## src/rtl/bbl_pkg.sv

```systemverilog
// Shared types and constants for the 3x3 RGB box blur.
// No dependencies; every other file of the block takes its names from here.
`default_nettype none

package bbl_pkg;

    localparam int MAX_WIDTH_DEF  = 1024;
    localparam int CHAN_W         = 8;
    localparam int PIXEL_W        = 3 * CHAN_W;
    localparam int ROW_W          = 16;
    localparam int NUM_TAPS       = 9;
    localparam int SUM_W          = 12;   // holds 9 * 255

    localparam int FRAME_WIDTH_W  = 11;
    localparam int FRAME_HEIGHT_W = 16;
    localparam int CFG_INDEX_W    = 1;
    localparam int CFG_DATA_W     = 16;

    localparam logic [FRAME_WIDTH_W-1:0]  FRAME_WIDTH_RESET  = 11'd640;
    localparam logic [FRAME_HEIGHT_W-1:0] FRAME_HEIGHT_RESET = 16'd480;

    // floor(2^16 / d) for the rounding divides by 6 and by 18
    localparam int RECIP_SHIFT = 16;
    localparam logic [13:0] RECIP_6  = 14'd10922;
    localparam logic [11:0] RECIP_18 = 12'd3640;

    typedef enum logic [CFG_INDEX_W-1:0] {
        REG_FRAME_WIDTH  = 1'b0,
        REG_FRAME_HEIGHT = 1'b1
    } cfg_reg_t;

    typedef enum logic [0:0] {
        OP_PIXEL = 1'b0,
        OP_DRAIN = 1'b1
    } op_t;

    typedef enum logic [1:0] {
        TAPS_4,
        TAPS_6,
        TAPS_9
    } tap_count_t;

    typedef struct packed {
        logic [CHAN_W-1:0] r;
        logic [CHAN_W-1:0] g;
        logic [CHAN_W-1:0] b;
    } rgb_t;

    typedef struct packed {
        op_t               operation;
        logic [CHAN_W-1:0] red_in;
        logic [CHAN_W-1:0] green_in;
        logic [CHAN_W-1:0] blue_in;
    } pixel_t;

    typedef struct packed {
        logic [CHAN_W-1:0] red_out;
        logic [CHAN_W-1:0] green_out;
        logic [CHAN_W-1:0] blue_out;
        logic              frame_last;
    } result_t;

    typedef struct packed {
        logic                load;
        logic [NUM_TAPS-1:0] mask;
        tap_count_t          count;
    } lane_ctrl_t;

endpackage

`default_nettype wire

```

## src/rtl/bbl_lane.sv

```systemverilog
// One colour lane: masked 3x3 sum, registered, then rounded mean.
// Depends on bbl_pkg (lane_ctrl_t, reciprocal constants).
`default_nettype none

module bbl_lane (
    input  wire logic                                             clk,
    input  wire bbl_pkg::lane_ctrl_t                              ctrl,
    input  wire logic [bbl_pkg::NUM_TAPS-1:0][bbl_pkg::CHAN_W-1:0] taps,
    output logic      [bbl_pkg::CHAN_W-1:0]                       mean
);

    localparam int SW = bbl_pkg::SUM_W;

    logic [SW-1:0]       sum_next;
    logic [SW-1:0]       sum_reg;
    bbl_pkg::tap_count_t count_reg;

    logic [SW-1:0] y4;
    logic [SW-1:0] y6;
    logic [25:0]   p6;
    logic [9:0]    q6;
    logic [SW:0]   r6;
    logic [9:0]    q6_fix;
    logic [SW:0]   y9;
    logic [24:0]   p9;
    logic [8:0]    q9;
    logic [SW+1:0] r9;
    logic [8:0]    q9_fix;

    always_comb
    begin
        sum_next = '0;
        for (int i = 0; i < bbl_pkg::NUM_TAPS; i++)
        begin
            if (ctrl.mask[i])
            begin
                sum_next = sum_next + SW'(taps[i]);
            end
        end
    end

    always_ff @(posedge clk)
    begin
        if (ctrl.load)
        begin
            sum_reg   <= sum_next;
            count_reg <= ctrl.count;
        end
    end

    // mean = floor((2s + n) / 2n); reciprocal estimate is low by at most one
    always_comb
    begin
        y4 = sum_reg + SW'(2);

        y6     = sum_reg + SW'(3);
        p6     = 26'(y6) * 26'(bbl_pkg::RECIP_6);
        q6     = p6[bbl_pkg::RECIP_SHIFT +: 10];
        r6     = (SW+1)'(y6) - ((SW+1)'(q6) << 2) - ((SW+1)'(q6) << 1);
        q6_fix = (r6 >= (SW+1)'(6)) ? q6 + 10'd1 : q6;

        y9     = {sum_reg, 1'b0} + (SW+1)'(9);
        p9     = 25'(y9) * 25'(bbl_pkg::RECIP_18);
        q9     = p9[bbl_pkg::RECIP_SHIFT +: 9];
        r9     = (SW+2)'(y9) - ((SW+2)'(q9) << 4) - ((SW+2)'(q9) << 1);
        q9_fix = (r9 >= (SW+2)'(18)) ? q9 + 9'd1 : q9;

        case (count_reg)
            bbl_pkg::TAPS_4: mean = y4[2 +: bbl_pkg::CHAN_W];
            bbl_pkg::TAPS_6: mean = q6_fix[bbl_pkg::CHAN_W-1:0];
            bbl_pkg::TAPS_9: mean = q9_fix[bbl_pkg::CHAN_W-1:0];
            default:         mean = '0;
        endcase
    end

endmodule

`default_nettype wire

```

## config.mk

```make
export PLATFORM = sky130hd
export DESIGN_NAME = bbl_lane
export DESIGN_NICKNAME = d
export VERILOG_FILES = /design/src/rtl/bbl_pkg.sv /design/src/rtl/bbl_lane.sv
export SDC_FILE = /design/constraint.sdc
export NUM_CORES = 1
export LEC_CHECK = 0
export BUFFER_PORTS_ARGS = -buffer_cell sky130_fd_sc_hd__buf_2
export CELL_PAD_IN_SITES_DETAIL_PLACEMENT = 2
export CELL_PAD_IN_SITES_GLOBAL_PLACEMENT = 2
export CORE_AREA = 2 2 169 171
export CTS_CLUSTER_DIAMETER = 100
export CTS_CLUSTER_SIZE = 8
export DETAILED_ROUTE_END_ITERATION = 8
export DIE_AREA = 0 0 171 173
export PLACE_DENSITY = 0.81
export SYNTH_ARGS = -nofsm -noshare
export SYNTH_HDL_FRONTEND = slang
export SYNTH_SLANG_ARGS = --single-unit
```

## constraint.sdc

```tcl
create_clock -name clk -period 11 [get_ports clk]
set_input_delay 0.55 -clock clk [delete_from_list [all_inputs] [get_ports clk]]
set_output_delay 0.55 -clock clk [all_outputs]
set_load 0.02 [all_outputs]
```

Word-level counts from Yosys, hierarchy flattened
Cells that the tools add are included.

Eq/ne operators: 2. Multiply operators: 2. Mux-type cells: 12. Reduce and logical (&&, ||, !) cells: 1. Add/sub/neg operators: 17. $lt $le $gt $ge: 2.

Operators with widths (number): $add 12x8->12 (8); $mux 12 (8); $mul 12x13->25 const B (1); $mux 8 (3); $pmux 8 s3 (1); $mul 13x9->22 const B (1); $add 8x1->8 const B (2); $ge 14x5->1 const B (1); $sub 13x13->14 (1); $sub 14x10->14 (1); $add 13x4->13 const B (1); $ge 13x3->1 const B (1); $sub 12x12->13 (1); $sub 13x11->13 (1); $add 12x2->12 const B (1); $add 10x2->10 const B (1); $eq 2x1->1 const B (1); $eq 2x2->1 const B (1); $logic_not 2->1 (1).

Bits of input ports: 85. Register bits after elaboration: 14.

Depth between registers and ports, before layout
Gate-level depths: netlist (run 1).

Depth in word-level cells: 17. Gate-level depth with buffers: 50.

Worst setup path before layout (run 1)
OpenSTA, ideal clock, no wires.

Path type: register to output. From: register sum_reg[3]. To: output port mean[1] (netlist bit). Data required time: 10.450 ns. Path slack: 1.290 ns. Cell stages (with the launch flop): 38. Data arrival time: 9.160 ns. Buffers on the path: 1. Path through: edfxtp_1 > clkbuf_1 > nand2_1 > nor2_1 > and3_1 > nor2b_1 > nor2b_1 > xor2_1 > ha_1 > inv_1 > fa_1 > inv_1 > fa_1 > fa_1 > fa_1 > ha_1 > a21o_1 > a21o_1 > [... 2 more ...] > o2111ai_1 > a31oi_1 > nor2_1 > o21bai_1 > a21o_1 > xor2_1 > fa_1 > ha_1 > nor2_1 > or4_1 > a211oi_1 > o21ai_0 > a2111oi_0 > nor4bb_1 > nand3_1 > nor2_1 > a21oi_1 > o21ai_0.

Word-level cells in the longest chain between the ends: 7. Elaborated cells on any way between the ends: 16. Classes of those cells: add/sub: 9; mul: 2; order compare: 2; mux: 3.

RTL lines: from (decl) (RTL line bbl_lane.sv:15) `logic [SW-1:0] sum_reg;`; from (signal assigned) (RTL line bbl_lane.sv:46) `sum_reg <= sum_next;`; $add 13x4->13 / $add 12x2->12 (equally long branches) (RTL line bbl_lane.sv:62, bbl_lane.sv:56); $mul 13x9->22 / $mul 12x13->25 (equally long branches) (RTL line bbl_lane.sv:63, bbl_lane.sv:57); $sub 13x13->14 / $sub 12x12->13 (equally long branches) (RTL line bbl_lane.sv:65, bbl_lane.sv:59); $sub 14x10->14 / $sub 13x11->13 (equally long branches) (RTL line bbl_lane.sv:65, bbl_lane.sv:59); $ge 14x5->1 / $ge 13x3->1 (equally long branches) (RTL line bbl_lane.sv:66, bbl_lane.sv:60); $mux 8, on equally long branches (RTL line bbl_lane.sv:66, bbl_lane.sv:60); $pmux 8 s3 * (RTL line bbl_lane.sv:68) `case (count_reg)`; to (decl) (RTL line bbl_lane.sv:9) `output logic [bbl_pkg::CHAN_W-1:0] mean`.

Mark *: on every way between the ends. The rest lies on a longest branch, timed or not.

Worst setup path after layout (run 1)
From: register sum_reg[2]. To: output port mean[2] (netlist bit).

The elaborated chain is that of the path after synthesis.

==> run_results.csv, run 1 <==
group,metric,value,unit
placed_design,postPlaceCellArea,0.01132,sq mm
critical_path,crit_type,"reg -> out",
sta,setup_viol,0,
logic_synthesis,synth_flop_cell,"edfxtp_1",
drt,drc,0,
critical_path,slowest_delay,560,ps
global_route,grt_max_degree,22,
worst_hold_path,worstHoldPathType,"in -> reg",
final_layout,seq_area,420.4,sq um
logic_synthesis,synth_edf_count,14,
logic_synthesis,synth.distinct_cells,88,
drt,vias_per_cell,5.664,
logic_synthesis,synth_nets,1629,
final_layout,fin_area,0.01165,sq mm
sta,fmax,0.09366,GHz
logic_synthesis,synth-warning-count,0,
logic_synthesis,yosysSeqAreaShare,0.04039,
die,row_count,61,
die,die_area,0.02958,sq mm
drt,vias,9867,
sta,slew_viol_final,0,
critical_path,worstSetupEndpointType,"output pin",
cts,root_buffer,"clkbuf_16",
sta,worst_slew_pin_slew,783.9,ps
cts,clk_path_buf_depth,2,
placed_design,place_ws,201.9,ps
critical_path,startpoint_type,"flip-flop",
die,die_w,171,um
final_layout,drive_above_1_share,0.1497,
sta,final.min_clock_period,10680,ps
die,num_io_pins,93,
global_route,gr-usage-all-layers,0.2412,
global_route,gr-total-overflow,0,
global_route,antenna_found_initial,5,
placed_design,gp_congestion,0.8327,
drt,drt_iter0_drc,407,
final_layout,largest_reg_flops,12,
drt,ant_nets,0,
final_layout,final_nets,1732,
placed_design,io_buffers,92,
cts,cts_tree,"yes",
die,initial_utilization,0.3767,
die,die_y,173,um
sta,layout_setup_ws,323.1,ps
drt,wl_per_cell,21.97,um
global_route,grt_pass1_wl,57820,um
cts,holdBufCountCts,0,
critical_path,arrival,10130,ps
logic_synthesis,synth-async-reset-ratio,0,
global_route,grt_pass1_vias,11060,
critical_path,required,10450,ps
logic_synthesis,synth-seq-cells,14,
sta,whs,487.9,ps
drt,drt-total-wl,38280,um
sta,finalHoldViolations,0,
cts,cts_made_buffers,3,
critical_path,cpMostUsedCell,"fa_1",
logic_synthesis,synthesis.area,0.01041,sq mm
drt,first_pass_iters,5,
critical_path,cp_max_fo,11,
sta,layout_worst_path_cycle_share,0.9706,
logic_synthesis,syn_inst,1261,
final_layout,areaGrowthSynthToFinish,11.99,%
cts,clkTransAtPathRegs,60,ps
critical_path,slowest_stage,"fa_1",
cts,cts-htree-levels,1,
final_layout,multiInputGateArea,0.009376,sq mm
cts,clock_sinks,14,
placed_design,dp_hpwl,29830,um
final_layout,nFillCells,3243,
die,core_area,0.02763,sq mm
flow_run,drv_cap,0,
final_layout,fin_util,0.4218,
sta,slew_headroom,0.4737,
logic_synthesis,synth_area_per_cell,8.253,sq um
outcome,status,"completed",
-- kinds of logic after synthesis --
kind of cell / Yosys count / synth area share
AO/OA/AOI/OAI: 341 / 0.2265
AND/OR/NAND/NOR: 291 / 0.1366
adder cells (fa/ha/maj): 283 / 0.3958
buffers and inverters: 190 / 0.06973
XOR/XNOR: 103 / 0.09065
multiplexers: 39 / 0.04039
flip-flops: 14 / 0.04039
-- final timing paths --
| path | start | end | cells past startpoint |
|---|---|---|---|
| min | ctrl[0] | count_reg[0] | 1 |
| max | sum_reg[2] | mean[2] | 34 |
-- routing by layer --
layer | vias to the layer above | track usage | wire length [um]
li1 | 4665 | - | -
met1 | 4933 | 0.3049 | 16560
met2 | 187 | 0.4383 | 19540
met3 | 74 | 0.02838 | 1130
met4 | 8 | 0.04661 | 989
met5 | - | 0 | 57
-- cell type report --
type	instances	area share
Antenna cell	1	0.0002147
Clock buffer	3	0.006441
Tap cell	378	0.04058
Timing Repair Buffer	120	0.05754
Sequential cell	14	0.03607
Inverter	168	0.05432
Multi-Input combinational cell	1057	0.8045
Clock inverter	1	0.0003221
-- placed cells by master (no fill, tap or decap), types with 10 or more instances in the layout --
master / n
o21ai_0: 65
nand2_1: 65
o21bai_1: 14
and3_1: 11
a31oi_1: 12
a21o_1: 34
nor2b_1: 17
nand3_1: 25
o22ai_1: 10
mux2_2: 24
buf_2: 92
a211oi_1: 23
ha_1: 204
mux2i_1: 15
nor3_1: 21
buf_4: 28
xnor2_1: 68
xor2_1: 25
a21oi_1: 67
fa_1: 76
edfxtp_1: 14
inv_1: 164
o21a_1: 23
nor2_1: 85
-- cells in the mapped netlist (23+ instances only) --
| cell | number | area share |
|---|---|---|
| a211oi_1 | 24 | 0.017 |
| xnor2_1 | 68 | 0.057 |
| nand3_1 | 26 | 0.013 |
| mux2_2 | 24 | 0.026 |
| xor2_1 | 31 | 0.026 |
| a21oi_1 | 70 | 0.034 |
| inv_1 | 165 | 0.060 |
| ha_1 | 206 | 0.25 |
| o21a_1 | 23 | 0.017 |
| o21ai_0 | 65 | 0.031 |
| a21o_1 | 34 | 0.025 |
| nand2_1 | 65 | 0.023 |
| fa_1 | 77 | 0.15 |
| nor2_1 | 86 | 0.031 |
-- timing repair --
| item | in CTS | in global routing |
|---|---|---|
| buffers inserted | 7 | 12 |
| hold endpoints to repair | 0 | 0 |
| gates resized for setup | 1 | 24 |
| pin swaps | 1 | 2 |
| setup endpoints to repair | 4 | 8 |
-- critical path: cells and delay by family, from the launching register on --
kind	cells	cell delay, ps
compound gates	15	3630
xor+xnor	2	560
fa+ha+maj	8	3390
buf+inv	3	560
flops	1	470
simple gates	6	1250
-- metrics by stage --
step                      setup TNS [ps]  std cells
final                                  0       1742
after detailed placement               0       1718
after global placement                 0       1718
after CTS                              0       1729
after global routing              -708.1       1741
after floorplan                        0       1261
Power of run 1 is not shown: default switching activity piles up to over one toggle a cycle in this logic, so the estimate is an artifact.
==> run 2: changes to the inputs <==
--- a/config.mk
+++ b/config.mk
@@ -8,11 +8,11 @@
 export BUFFER_PORTS_ARGS = -buffer_cell sky130_fd_sc_hd__buf_2
 export CELL_PAD_IN_SITES_DETAIL_PLACEMENT = 2
 export CELL_PAD_IN_SITES_GLOBAL_PLACEMENT = 2
-export CORE_AREA = 2 2 169 171
+export CORE_AREA = 4 4 171 173
 export CTS_CLUSTER_DIAMETER = 100
 export CTS_CLUSTER_SIZE = 8
 export DETAILED_ROUTE_END_ITERATION = 8
-export DIE_AREA = 0 0 171 173
+export DIE_AREA = 0 0 175 177
 export PLACE_DENSITY = 0.81
 export SYNTH_ARGS = -nofsm -noshare
 export SYNTH_HDL_FRONTEND = slang
==> run_results.csv, run 2 (same netlist as run 1, synthesis figures left out) <==
group,metric,value,unit
drt,drt-total-wl,38340,um
cts,cts-htree-levels,1,
die,die_area,0.03098,sq mm
sta,worst_slew_pin_slew,819.6,ps
sta,fin_tns_setup,0,ps
global_route,grt_max_degree,22,
drt,wl_per_cell,22.00,um
drt,vias_per_cell,5.668,
critical_path,slowest_stage,"fa_1",
sta,setup_viol,0,
final_layout,final_nets,1734,
die,num_io_pins,93,
worst_hold_path,min_path_cells,1,
sta,whs,486.2,ps
drt,first_pass_iters,4,
final_layout,fin_util,0.4221,
final_layout,drive_above_1_share,0.1495,
final_layout,areaGrowthSynthToFinish,12.06,%
sta,slew_headroom,0.4497,
global_route,grt_pass1_vias,11160,
cts,clock_sinks,14,
die,core_area,0.02763,sq mm
placed_design,gp_congestion,0.8268,
die,die_y,177,um
final_layout,largest_reg_flops,12,
worst_hold_path,worstHoldPathType,"in -> reg",
drt,route.met2.wl,19510,um
cts,root_buffer,"clkbuf_16",
final_layout,layout_commonest_cell,"ha_1",
critical_path,cpMostUsedCell,"fa_1",
final_layout,fin_area,0.01166,sq mm
sta,finalHoldViolations,0,
cts,clkTransAtPathRegs,50,ps
global_route,gr-total-overflow,0,
placed_design,postPlaceCellArea,0.01132,sq mm
cts,cts_made_buffers,3,
drt,drt_iter0_drc,449,
critical_path,required,10450,ps
critical_path,crit_type,"reg -> out",
final_layout,layout_common_cells,"ha_1, inv_1, buf_2",
sta,slew_viol_final,0,
critical_path,cp_max_fo,11,
global_route,antenna_found_initial,3,
placed_design,io_buffers,92,
drt,wl_met3,1060,um
sta,layout_worst_path_cycle_share,0.9708,
final_layout,insertedDiodeCount,0,
die,row_count,61,
cts,holdBufCountCts,0,
drt,wl_met1,16640,um
outcome,status,"completed",
global_route,grt_pass1_wl,59310,um
sta,final.min_clock_period,10680,ps
global_route,gr-usage-all-layers,0.2344,
cts,clk_path_buf_depth,2,
critical_path,startpoint_type,"flip-flop",
die,initial_utilization,0.3767,
drt,drc,0,
drt,ant_nets,0,
critical_path,slowest_delay,550,ps
flow_run,drv_cap,0,
critical_path,cp_top_family,"compound AO/OA/AOI/OAI gates",
critical_path,cp.depth,35,
die,die_w,175,um
critical_path,worstSetupEndpointType,"output pin",
sta,fmax,0.09364,GHz
critical_path,crit_buf_inv,3,
drt,vias,9880,
placed_design,dp_hpwl,30780,um
cts,cts_tree,"yes",
drt,dr.max_layer_used,"met5",
critical_path,arrival,10130,ps
## run 2: cell types whose count changed in the layout (fill, tap and decap cells not counted), sizes merged
cell,before,now
buf,120,122
diode,1,0
## run 2: path summary, 6_finish.rpt
| kind | start | slack, ps | end |
|---|---|---|---|
| worst max-delay path | sum_reg[2] | 320 | mean[7] |
| worst min-delay path | ctrl[0] | 490 | count_reg[0] |
## run 2: repair_timing
| item | in CTS | in global routing |
|---|---|---|
| setup buffers | 5 | 16 |
| cloned | 0 | 0 |
| pin swaps | 0 | 4 |
| endpoints found under the setup margin | 6 | 8 |
| gates resized for setup | 5 | 19 |
## run 2: layout make-up
class                           instances  area [sq um]
Inverter                              168         633.1
Tap cell                              378         473.0
Fill cell                            3253         15970
Sequential cell                        14         420.4
Multi-Input combinational cell       1057          9371
Timing Repair Buffer                  122         685.7
Clock buffer                            3         75.07
Clock inverter                          1         3.754
## run 2: through the flow
stage | worst slack [ps] | std cells
after global routing | -156.1 | 1743
after global placement | 685.8 | 1718
after floorplan | 1290 | 1261
final | 320.8 | 1743
after detailed placement | 79.06 | 1718
after CTS | 5.469 | 1727
## run 2: routing by layer
layer  vias to the layer above  global-route usage
li1                       4677                   -
met1                      4962              0.2898
met2                       165              0.4350
met3                        70             0.02905
met4                         6             0.05401
met5                         -                   0
Power of run 2 is left out for the same reason.
